## src/pol_pkg.sv

```systemverilog
// Shared types and constants for the positional ordered list unit.
// Used by the controller, the top level and the checker; depends on nothing.
package pol_pkg;

  localparam int CAPACITY = 64;
  localparam int DATA_W   = 32;
  localparam int ADDR_W   = $clog2(CAPACITY);
  localparam int CNT_W    = $clog2(CAPACITY + 1);

  // Fixed field widths of the request and result beats.
  localparam int REQ_W  = 3;
  localparam int POS_W  = 7;
  localparam int STAT_W = 3;
  localparam int RPOS_W = 6;
  localparam int LEN_W  = 7;

  typedef enum logic [REQ_W-1:0] {
    REQ_ADD_FRONT = 3'd0,
    REQ_ADD_BACK  = 3'd1,
    REQ_INSERT    = 3'd2,
    REQ_DEL_POS   = 3'd3,
    REQ_DEL_VAL   = 3'd4,
    REQ_DEL_MAX   = 3'd5
  } req_t;

  typedef enum logic [STAT_W-1:0] {
    ST_OK       = 3'd0,
    ST_EMPTY    = 3'd1,
    ST_BADPOS   = 3'd2,
    ST_NOTFOUND = 3'd3,
    ST_FULL     = 3'd4
  } status_t;

  typedef enum logic [3:0] {
    S_IDLE,
    S_DECODE,
    S_INS_SHIFT,
    S_INS_PUT,
    S_DEL_SCAN,
    S_MAX_SCAN,
    S_MAX_GO,
    S_FIN,
    S_DONE
  } state_t;

  typedef struct packed {
    logic [STAT_W-1:0] status;
    logic [DATA_W-1:0] rval;
    logic [RPOS_W-1:0] rpos;
    logic [LEN_W-1:0]  len;
  } res_t;

  typedef struct packed {
    logic              we;
    logic [ADDR_W-1:0] waddr;
    logic [DATA_W-1:0] wdata;
    logic              re;
    logic [ADDR_W-1:0] raddr;
  } ram_req_t;

endpackage

```

## src/positional_ordered_list_unit.sv

```systemverilog
// Positional ordered list: keeps up to 64 signed 32-bit values in order and
// serves add, insert, delete-at-position, delete-value and delete-max requests,
// each with one result beat. The values live in one single-port-read,
// single-port-write memory, so a request that moves or searches entries
// walks the memory one entry per cycle. With n stored values and position p,
// an insert moves the n-p entries from p upward (an append moves none), a
// delete at a position walks from p to the tail, a delete by value walks all
// n entries, and a delete-max scans all n and then walks from its maximum at k
// to the tail; a rejected request touches no entry. Requests are handled one
// at a time; a finished result waits in the output register while the next
// request is already worked on. No clearing pass is needed after reset.
// Depends on pol_pkg, pol_ctrl, pol_ram.
module positional_ordered_list_unit (
  input  logic                        clk,
  input  logic                        rst_n,
  input  logic                        in_valid,
  output logic                        in_stall,
  input  logic [pol_pkg::REQ_W-1:0]   in_req_type,
  input  logic signed [pol_pkg::DATA_W-1:0] in_item_value,
  input  logic [pol_pkg::POS_W-1:0]   in_position,
  output logic                        out_valid,
  input  logic                        out_stall,
  output logic [pol_pkg::STAT_W-1:0]  out_status,
  output logic signed [pol_pkg::DATA_W-1:0] out_removed_value,
  output logic [pol_pkg::RPOS_W-1:0]  out_removed_position,
  output logic [pol_pkg::LEN_W-1:0]   out_list_length
);
  import pol_pkg::*;

  logic              in_ready;
  logic              res_valid;
  logic              res_ready;
  res_t              res;
  ram_req_t          ram_req;
  logic [DATA_W-1:0] ram_rdata;
  logic              out_valid_r, out_valid_nxt;
  res_t              out_res_r;

  assign in_stall = !in_ready;

  pol_ctrl u_ctrl (
    .clk       (clk),
    .rst_n     (rst_n),
    .in_valid  (in_valid),
    .in_ready  (in_ready),
    .in_req    (in_req_type),
    .in_val    (in_item_value),
    .in_pos    (in_position),
    .res_valid (res_valid),
    .res_ready (res_ready),
    .res       (res),
    .ram_req   (ram_req),
    .ram_rdata (ram_rdata)
  );

  pol_ram #(
    .WIDTH (DATA_W),
    .DEPTH (CAPACITY)
  ) u_value_ram (
    .clk   (clk),
    .we    (ram_req.we),
    .waddr (ram_req.waddr),
    .wdata (ram_req.wdata),
    .re    (ram_req.re),
    .raddr (ram_req.raddr),
    .rdata (ram_rdata)
  );

  // The output register takes a new result when it is empty or being drained.
  assign res_ready = !out_valid_r || !out_stall;

  always_comb begin
    out_valid_nxt = out_valid_r;
    if (res_valid && res_ready) begin
      out_valid_nxt = 1'b1;
    end else if (out_valid_r && !out_stall) begin
      out_valid_nxt = 1'b0;
    end
  end

  always_ff @(posedge clk) begin
    if (!rst_n) begin
      out_valid_r <= 1'b0;
    end else begin
      out_valid_r <= out_valid_nxt;
    end
  end

  always_ff @(posedge clk) begin
    if (res_valid && res_ready) begin
      out_res_r <= res;
    end
  end

  assign out_valid            = out_valid_r;
  assign out_status           = out_res_r.status;
  assign out_removed_value    = out_res_r.rval;
  assign out_removed_position = out_res_r.rpos;
  assign out_list_length      = out_res_r.len;

endmodule

```

## src/pol_ram.sv

```systemverilog
// Generic single-write, single-read synchronous RAM with registered read data.
// Stand-alone; no package dependency.
module pol_ram #(
  parameter int WIDTH = 32,
  parameter int DEPTH = 64
) (
  input  logic                     clk,
  input  logic                     we,
  input  logic [$clog2(DEPTH)-1:0] waddr,
  input  logic [WIDTH-1:0]         wdata,
  input  logic                     re,
  input  logic [$clog2(DEPTH)-1:0] raddr,
  output logic [WIDTH-1:0]         rdata
);

  logic [WIDTH-1:0] mem [DEPTH];

  always_ff @(posedge clk) begin
    if (we) begin
      mem[waddr] <= wdata;
    end
    if (re) begin
      rdata <= mem[raddr];
    end
  end

endmodule

```

## src/pol_ctrl.sv

```systemverilog
// Request sequencer for the positional ordered list: decodes a request, walks
// the value memory one entry per cycle and builds the result. Uses pol_pkg.
module pol_ctrl (
  input  logic                      clk,
  input  logic                      rst_n,
  input  logic                      in_valid,
  output logic                      in_ready,
  input  logic [pol_pkg::REQ_W-1:0] in_req,
  input  logic [pol_pkg::DATA_W-1:0] in_val,
  input  logic [pol_pkg::POS_W-1:0] in_pos,
  output logic                      res_valid,
  input  logic                      res_ready,
  output pol_pkg::res_t             res,
  output pol_pkg::ram_req_t         ram_req,
  input  logic [pol_pkg::DATA_W-1:0] ram_rdata
);
  import pol_pkg::*;

  state_t            state_r, state_nxt;
  logic [CNT_W-1:0]  count_r, count_nxt;
  logic [REQ_W-1:0]  req_r, req_nxt;
  logic [DATA_W-1:0] val_r, val_nxt;
  logic [CNT_W-1:0]  pos_r, pos_nxt;
  logic [ADDR_W-1:0] ptr_r, ptr_nxt;
  logic              issue_r, issue_nxt;
  logic [ADDR_W-1:0] rd_addr_r, rd_addr_nxt;
  logic              rd_pend_r, rd_pend_nxt;
  logic              found_r, found_nxt;
  logic              take_first_r, take_first_nxt;
  logic [ADDR_W-1:0] at_r, at_nxt;
  logic [DATA_W-1:0] rval_r, rval_nxt;
  status_t           status_r, status_nxt;

  logic [ADDR_W-1:0] last_idx;
  logic [CNT_W-1:0]  ins_pos;

  assign last_idx = ADDR_W'(count_r - CNT_W'(1));

  always_ff @(posedge clk) begin
    if (!rst_n) begin
      state_r   <= S_IDLE;
      count_r   <= '0;
      issue_r   <= 1'b0;
      rd_pend_r <= 1'b0;
    end else begin
      state_r   <= state_nxt;
      count_r   <= count_nxt;
      issue_r   <= issue_nxt;
      rd_pend_r <= rd_pend_nxt;
    end
  end

  always_ff @(posedge clk) begin
    req_r        <= req_nxt;
    val_r        <= val_nxt;
    pos_r        <= pos_nxt;
    ptr_r        <= ptr_nxt;
    rd_addr_r    <= rd_addr_nxt;
    found_r      <= found_nxt;
    take_first_r <= take_first_nxt;
    at_r         <= at_nxt;
    rval_r       <= rval_nxt;
    status_r     <= status_nxt;
  end

  always_comb begin
    state_nxt      = state_r;
    count_nxt      = count_r;
    req_nxt        = req_r;
    val_nxt        = val_r;
    pos_nxt        = pos_r;
    ptr_nxt        = ptr_r;
    issue_nxt      = issue_r;
    rd_addr_nxt    = rd_addr_r;
    rd_pend_nxt    = 1'b0;
    found_nxt      = found_r;
    take_first_nxt = take_first_r;
    at_nxt         = at_r;
    rval_nxt       = rval_r;
    status_nxt     = status_r;
    ins_pos        = pos_r;
    in_ready       = 1'b0;
    res_valid      = 1'b0;
    ram_req        = '0;

    case (state_r)
      S_IDLE: begin
        in_ready = 1'b1;
        if (in_valid) begin
          req_nxt    = in_req;
          val_nxt    = in_val;
          pos_nxt    = CNT_W'(in_pos);
          rval_nxt   = '0;
          at_nxt     = '0;
          status_nxt = ST_OK;
          state_nxt  = S_DECODE;
        end
      end

      S_DECODE: begin
        case (req_r)
          REQ_ADD_FRONT, REQ_ADD_BACK, REQ_INSERT: begin
            if (req_r == REQ_ADD_FRONT) begin
              ins_pos = '0;
            end else if (req_r == REQ_ADD_BACK) begin
              ins_pos = count_r;
            end else begin
              ins_pos = pos_r;
            end
            // Fullness takes priority over a bad position.
            if (count_r == CNT_W'(CAPACITY)) begin
              status_nxt = ST_FULL;
              state_nxt  = S_DONE;
            end else if (ins_pos > count_r) begin
              status_nxt = ST_BADPOS;
              state_nxt  = S_DONE;
            end else begin
              pos_nxt = ins_pos;
              if (ins_pos == count_r) begin
                state_nxt = S_INS_PUT;
              end else begin
                ptr_nxt   = last_idx;
                issue_nxt = 1'b1;
                state_nxt = S_INS_SHIFT;
              end
            end
          end
          REQ_DEL_POS, REQ_DEL_VAL, REQ_DEL_MAX: begin
            if (count_r == '0) begin
              status_nxt = ST_EMPTY;
              state_nxt  = S_DONE;
            end else if (req_r == REQ_DEL_POS && pos_r >= count_r) begin
              status_nxt = ST_BADPOS;
              state_nxt  = S_DONE;
            end else begin
              issue_nxt      = 1'b1;
              found_nxt      = 1'b0;
              take_first_nxt = (req_r == REQ_DEL_POS);
              ptr_nxt        = (req_r == REQ_DEL_POS) ? pos_r[ADDR_W-1:0] : '0;
              state_nxt      = (req_r == REQ_DEL_MAX) ? S_MAX_SCAN : S_DEL_SCAN;
            end
          end
          default: begin
            status_nxt = ST_OK;
            state_nxt  = S_DONE;
          end
        endcase
      end

      // Move entries up by one, from the tail down to the insert position.
      // The read of entry i-1 overlaps the write of entry i+1 from the
      // previous read, so the two never touch the same address.
      S_INS_SHIFT: begin
        ram_req.we    = rd_pend_r;
        ram_req.waddr = rd_addr_r + ADDR_W'(1);
        ram_req.wdata = ram_rdata;
        if (issue_r) begin
          ram_req.re    = 1'b1;
          ram_req.raddr = ptr_r;
          rd_pend_nxt   = 1'b1;
          rd_addr_nxt   = ptr_r;
          if (ptr_r == pos_r[ADDR_W-1:0]) begin
            issue_nxt = 1'b0;
          end else begin
            ptr_nxt = ptr_r - ADDR_W'(1);
          end
        end else if (rd_pend_r) begin
          state_nxt = S_INS_PUT;
        end
      end

      S_INS_PUT: begin
        ram_req.we    = 1'b1;
        ram_req.waddr = pos_r[ADDR_W-1:0];
        ram_req.wdata = val_r;
        count_nxt     = count_r + CNT_W'(1);
        status_nxt    = ST_OK;
        state_nxt     = S_DONE;
      end

      // Walk upward to the tail. Until the victim is found each beat of read
      // data is checked; after that it is written one place lower.
      S_DEL_SCAN: begin
        if (issue_r) begin
          ram_req.re    = 1'b1;
          ram_req.raddr = ptr_r;
          rd_pend_nxt   = 1'b1;
          rd_addr_nxt   = ptr_r;
          if (ptr_r == last_idx) begin
            issue_nxt = 1'b0;
          end else begin
            ptr_nxt = ptr_r + ADDR_W'(1);
          end
        end
        if (rd_pend_r) begin
          if (found_r) begin
            ram_req.we    = 1'b1;
            ram_req.waddr = rd_addr_r - ADDR_W'(1);
            ram_req.wdata = ram_rdata;
          end else if (take_first_r || (req_r == REQ_DEL_VAL && ram_rdata == val_r)) begin
            found_nxt = 1'b1;
            rval_nxt  = ram_rdata;
            at_nxt    = rd_addr_r;
          end
          if (!issue_r) begin
            state_nxt = S_FIN;
          end
        end
      end

      S_MAX_SCAN: begin
        if (issue_r) begin
          ram_req.re    = 1'b1;
          ram_req.raddr = ptr_r;
          rd_pend_nxt   = 1'b1;
          rd_addr_nxt   = ptr_r;
          if (ptr_r == last_idx) begin
            issue_nxt = 1'b0;
          end else begin
            ptr_nxt = ptr_r + ADDR_W'(1);
          end
        end
        if (rd_pend_r) begin
          // Strictly greater keeps the first of equal maxima.
          if (rd_addr_r == '0 || $signed(ram_rdata) > $signed(rval_r)) begin
            rval_nxt = ram_rdata;
            at_nxt   = rd_addr_r;
          end
          if (!issue_r) begin
            state_nxt = S_MAX_GO;
          end
        end
      end

      S_MAX_GO: begin
        ptr_nxt        = at_r;
        issue_nxt      = 1'b1;
        found_nxt      = 1'b0;
        take_first_nxt = 1'b1;
        state_nxt      = S_DEL_SCAN;
      end

      S_FIN: begin
        if (found_r) begin
          count_nxt  = count_r - CNT_W'(1);
          status_nxt = ST_OK;
        end else begin
          status_nxt = ST_NOTFOUND;
          rval_nxt   = '0;
          at_nxt     = '0;
        end
        state_nxt = S_DONE;
      end

      S_DONE: begin
        res_valid = 1'b1;
        if (res_ready) begin
          state_nxt = S_IDLE;
        end
      end

      default: begin
        state_nxt = S_IDLE;
      end
    endcase
  end

  assign res.status = status_r;
  assign res.rval   = rval_r;
  assign res.rpos   = RPOS_W'(at_r);
  assign res.len    = LEN_W'(count_r);

endmodule

```

## config.mk

```make
export PLATFORM = sky130hd
export DESIGN_NAME = positional_ordered_list_unit
export DESIGN_NICKNAME = d
export VERILOG_FILES = /design/src/pol_pkg.sv /design/src/positional_ordered_list_unit.sv /design/src/pol_ram.sv /design/src/pol_ctrl.sv
export SDC_FILE = /design/constraint.sdc
export NUM_CORES = 2
export LEC_CHECK = 0
export ABC_AREA = 1
export BUFFER_PORTS_ARGS = -buffer_cell sky130_fd_sc_hd__clkbuf_2
export CAP_MARGIN = 20
export CORE_MARGIN = 4
export CORE_UTILIZATION = 25
export DETAILED_ROUTE_END_ITERATION = 10
export HOLD_SLACK_MARGIN = 0.15
export SETUP_SLACK_MARGIN = 0.15
export SYNTH_ARGS = -nofsm -noshare
export SYNTH_HDL_FRONTEND = slang
export SYNTH_SLANG_ARGS = --single-unit
```

## constraint.sdc

```tcl
create_clock -name clk -period 4.55 [get_ports clk]
set_input_delay 0.2275 -clock clk [delete_from_list [all_inputs] [get_ports clk]]
set_output_delay 0.2275 -clock clk [all_outputs]
set_load 0.01 [all_outputs]
```

==> parameters.txt <==
Parameter                              Value

Status
  Outcome ... finished clean

Floorplanning
  Die boundary height ... 638.8 um
  Die ar. ... 408,100 sq um
  CORE AREA ... 396,300 sq um
  Width of the die ... about 640 um
  Starting density of the core ... 25.11%
  Top-level I/O count ... 96
  Number of placement rows ... 231

Clock network
  Post-CTS Setup Bufs ... 0
  Clock sink total ... 2,239
  Number of buffers inserted during clock tree synthesis ... roughly 220
  CTS Root Buffer Type ... sky130_fd_sc_hd__clkbuf_16
  Clock tree from TritonCTS ... done
  Clock latency reported for the late side of the worst-skew pair ... 0.87 ns
  Largest buffer count on any clock path ... 3
  H-tree levels ... 4
  Clock slew at reported path FFs ... around 0.070 ns

Routing
  Initial drt markers ... 7,214
  Remaining antenna violation count ... 0
  Number of DRC violations after detailed routing ... 0
  Detailed-route via count ... 67.41k
  DRT Wirelength ... 279,900 um
  DR vias/cell ... about 4.7
  Wirelength per Cell ... 19.35 um
  Router iterations before antenna repair ... 8

GRT
  First-pass GRT wire length ... between 400,000 and 500,000 um
  Maximum number of pins on one net before global-route repair ... 175
  Total global routing overflow ... 0
  GRT Util Overall ... between 10% and 20%
  Number of global-route vias before repair ... 63.78k
  Antenna violations before repair ... 5

STA
  Setup violations, final ... 0
  Hold violation total from the final report ... 0
  Setup Skew ... roughly 0.060 ns
  Crit path setup slack, layout ... 0.6650 ns
  RSZ-0062 raised after global routing ... no
  Max-slew headroom ... 28.00%
  Max-slew violation count ... 0
  Fmax ... 257.4 MHz
  Worst-margin pin slew ... 1.080 ns
  Final worst path period share ... 85.39%
  Minimum clock period after layout ... ~3.9 ns
  TNS Setup ... 0 ns

Placed design
  Final weighted congestion in routability-driven placement ... 0.8214
  Placed Area ... 108,000 sq um
  Half-perimeter wire length of the detailed placement result ... about 160,000 um
  Buffers added on ports ... between 90 and 100
  Worst setup timing slack at the placement stage ... 0.8527 ns

Logic synthesis
  Mean post-synth cell area ... 11.10 sq um
  Count of yosys warnings during synthesis ... 0
  Synthesis-stage register bit count ... around 2.2k
  Dominant cell type by area after synthesis ... sky130_fd_sc_hd__edfxtp_1
  Seq/Total Area, Yosys ... 67.44%
  Gate count of the mapped netlist ... 8,961
  Post-synthesis cell area ... slightly below 100,000 sq um
  Top cell type's share of synthesized area ... 67.16%
  Post-synth ARST share ... 0%
  Number of distinct library cells after synthesis ... 42
  Top cells by area in the synthesized netlist ... sky130_fd_sc_hd__edfxtp_1 (67%), sky130_fd_sc_hd__nand3_1 (11%), sky130_fd_sc_hd__nand3b_1 (6.0%), sky130_fd_sc_hd__nand2_1 (5.1%), sky130_fd_sc_hd__inv_1 (5.0%)
  Post-Synthesis Net Count ... 9,063
  EDFF count, synth ... 2,225
  Dominant synthesized flop cell ... sky130_fd_sc_hd__edfxtp_1

Min path
  Path type of the worst min-delay path ... in -> reg

Layout
  # diodes ... 0
  Area growth from synthesis to final layout ... 16.45%
  Commonest non-fill, non-tap cell in the layout ... sky130_fd_sc_hd__edfxtp_1
  Cell area after layout ... around 120,000 sq um
  Layout net count ... 9,150
  Fraction of the core area covered by cells at the end of the flow ... 29.24%
  Count of fill cells added during filler insertion ... 40.01k
  Leading cell types in the layout, fill and taps excluded ... sky130_fd_sc_hd__edfxtp_1 (2,225), sky130_fd_sc_hd__nand3_1 (2,207), sky130_fd_sc_hd__nand2_1 (1,353), sky130_fd_sc_hd__inv_1 (1,330), sky130_fd_sc_hd__nand3b_1 (791)
  Multi-input logic area ... 25,810 sq um
  Share of layout cells above drive strength 1 ... between 8 and 9%
  Storage cell area ... 67,090 sq um

Setup path
  Number of buffer and inverter stages on the critical path ... 5
  Cell repeated most along the worst path ... sky130_fd_sc_hd__nand2_1
  Highest net fanout along the worst path ... 19
  Arrival time of the worst setup path ... 4.40 ns
  Setup crit start kind ... flip-flop
  Critical path's slowest cell ... sky130_fd_sc_hd__nor2_4
  Maximum cell stage delay along the critical path ... 0.73 ns
  Critical path class ... reg -> reg
  Required time worst endpoint ... roughly 5.1 ns
  Delay-heaviest family, CP ... simple AND/OR/NAND/NOR gates
  Endpoint type of the worst setup path ... flip-flop
  Cell Chain, Critical Path ... inv_1 > nand2_1 > nor2_2 > clkinv_1 > buf_4 > o211ai_1 > nand2_1 > inv_1 > nand2_1 > nor2_4 > buf_12

Power and ir drop
  PD cells ... 397.6 nW/um^2
  Total power of the final layout ... 46.06 mW
  Maximum VDD drop ... between 300 and 400 uV
  Leakage ... 44.14 nW

Run
  Reported max-cap violation count ... 0
metrics by stage:
stage          hold WS, ns  cells
5_1_grt             0.2100  14467
2_1_floorplan       0.3251   8961
3_5_place_dp        0.4062  13981
3_3_place_gp        0.4058  13979
6_report            0.2283  14467
4_1_cts             0.1674  14466
kinds of logic after synthesis:
kind of cell             synth area share, %
AND/OR/NAND/NOR                        23.17
flip-flops                             67.44
buffers and inverters                  7.586
AO/OA/AOI/OAI                         0.8414
adder cells (fa/ha/maj)               0.7118
XOR/XNOR                              0.2553
metal layers:
layer / track usage (%) / share of wire (%) / vias to the layer above / wire length [um]
li1: - / - / 31011 / -
met1: 19.05 / 45 / 33323 / 126300
met2: 20.57 / 45 / 2665 / 126000
met3: 2.223 / 7.9 / 407 / 22090
met4: 3.049 / 2.0 / 0 / 5486
met5: 0 / 0 / - / 0
final timing paths:
| kind | slack [ns] | endpoint | cells after the start | start |
|---|---|---|---|---|
| setup / recovery | 0.66 | u_value_ram.mem[60][29]$_DFFE_PP_ | 11 | u_ctrl.state_r[3]$_SDFFE_PN0P_ |
| hold / removal | 0.23 | u_ctrl.val_r[14]$_DFFE_PP_ | 2 | in_item_value[14] |
| setup reg to reg | 0.66 | u_value_ram.mem[60][29]$_DFFE_PP_ | 11 | u_ctrl.state_r[3]$_SDFFE_PN0P_ |
| hold reg to reg | 0.43 | out_status[2]$_DFFE_PP_ | 0 | u_ctrl.status_r[2]$_DFFE_PP_ |
Yosys cell counts (12+ instances only):
master	instances
sky130_fd_sc_hd__a21oi_1	42
sky130_fd_sc_hd__xnor2_1	17
sky130_fd_sc_hd__nand3b_1	791
sky130_fd_sc_hd__nor3_1	20
sky130_fd_sc_hd__nand2_1	1353
sky130_fd_sc_hd__clkbuf_1	214
sky130_fd_sc_hd__dfxtp_1	14
sky130_fd_sc_hd__nand4_1	14
sky130_fd_sc_hd__o21ai_0	52
sky130_fd_sc_hd__edfxtp_1	2225
sky130_fd_sc_hd__nand3_1	2208
sky130_fd_sc_hd__inv_1	1332
sky130_fd_sc_hd__nor2_1	176
sky130_fd_sc_hd__xor2_1	12
sky130_fd_sc_hd__buf_2	299
sky130_fd_sc_hd__buf_1	57
sky130_fd_sc_hd__o22ai_1	18
sky130_fd_sc_hd__ha_1	55
state kept, by name, summed over array words and instances (netlist names), 7 cells and up:
signal             flops
u_ctrl.val_r          32
u_ctrl.pos_r           7
u_ctrl.rval_r         32
u_ctrl.count_r         7
out_removed_value     32
u_value_ram.rdata     32
u_value_ram.mem     2048
out_list_length        7
power breakdown:
group          total (mW)  internal (mW)  switching, mW
sequential           23.9           23.5          0.384
clock                17.9           9.96           7.95
combinational        4.27          0.952           3.32
total                46.1           34.4           11.7
worst reg2reg max path: stages, from the launching register on:
cell	delay, ns
sky130_fd_sc_hd__dfxtp_1	0.33
sky130_fd_sc_hd__inv_1	0.13
sky130_fd_sc_hd__nand2_1	0.14
sky130_fd_sc_hd__nor2_2	0.13
sky130_fd_sc_hd__clkinv_1	0.09
sky130_fd_sc_hd__buf_4	0.20
sky130_fd_sc_hd__o211ai_1	0.70
sky130_fd_sc_hd__nand2_1	0.13
sky130_fd_sc_hd__inv_1	0.10
sky130_fd_sc_hd__nand2_1	0.54
sky130_fd_sc_hd__nor2_4	0.76
sky130_fd_sc_hd__buf_12	0.25
area by class of cell:
cell class                      instances  area share, %
Multi-Input combinational cell       4811          22.27
Sequential cell                      2239          57.91
Clock inverter                        130          1.022
Clock buffer                          273          5.016
Timing Repair Buffer                  431          3.748
Inverter                             1341          4.365
Tap cell                             5242          5.661
repair_timing:
action                                  CTS  global route
hold buffers                             82             0
resized for setup                         0             0
endpoints found under the hold margin   124             0
endpoints found under the setup margin    0             0
Note: power is estimated with default switching activity, not from simulation.
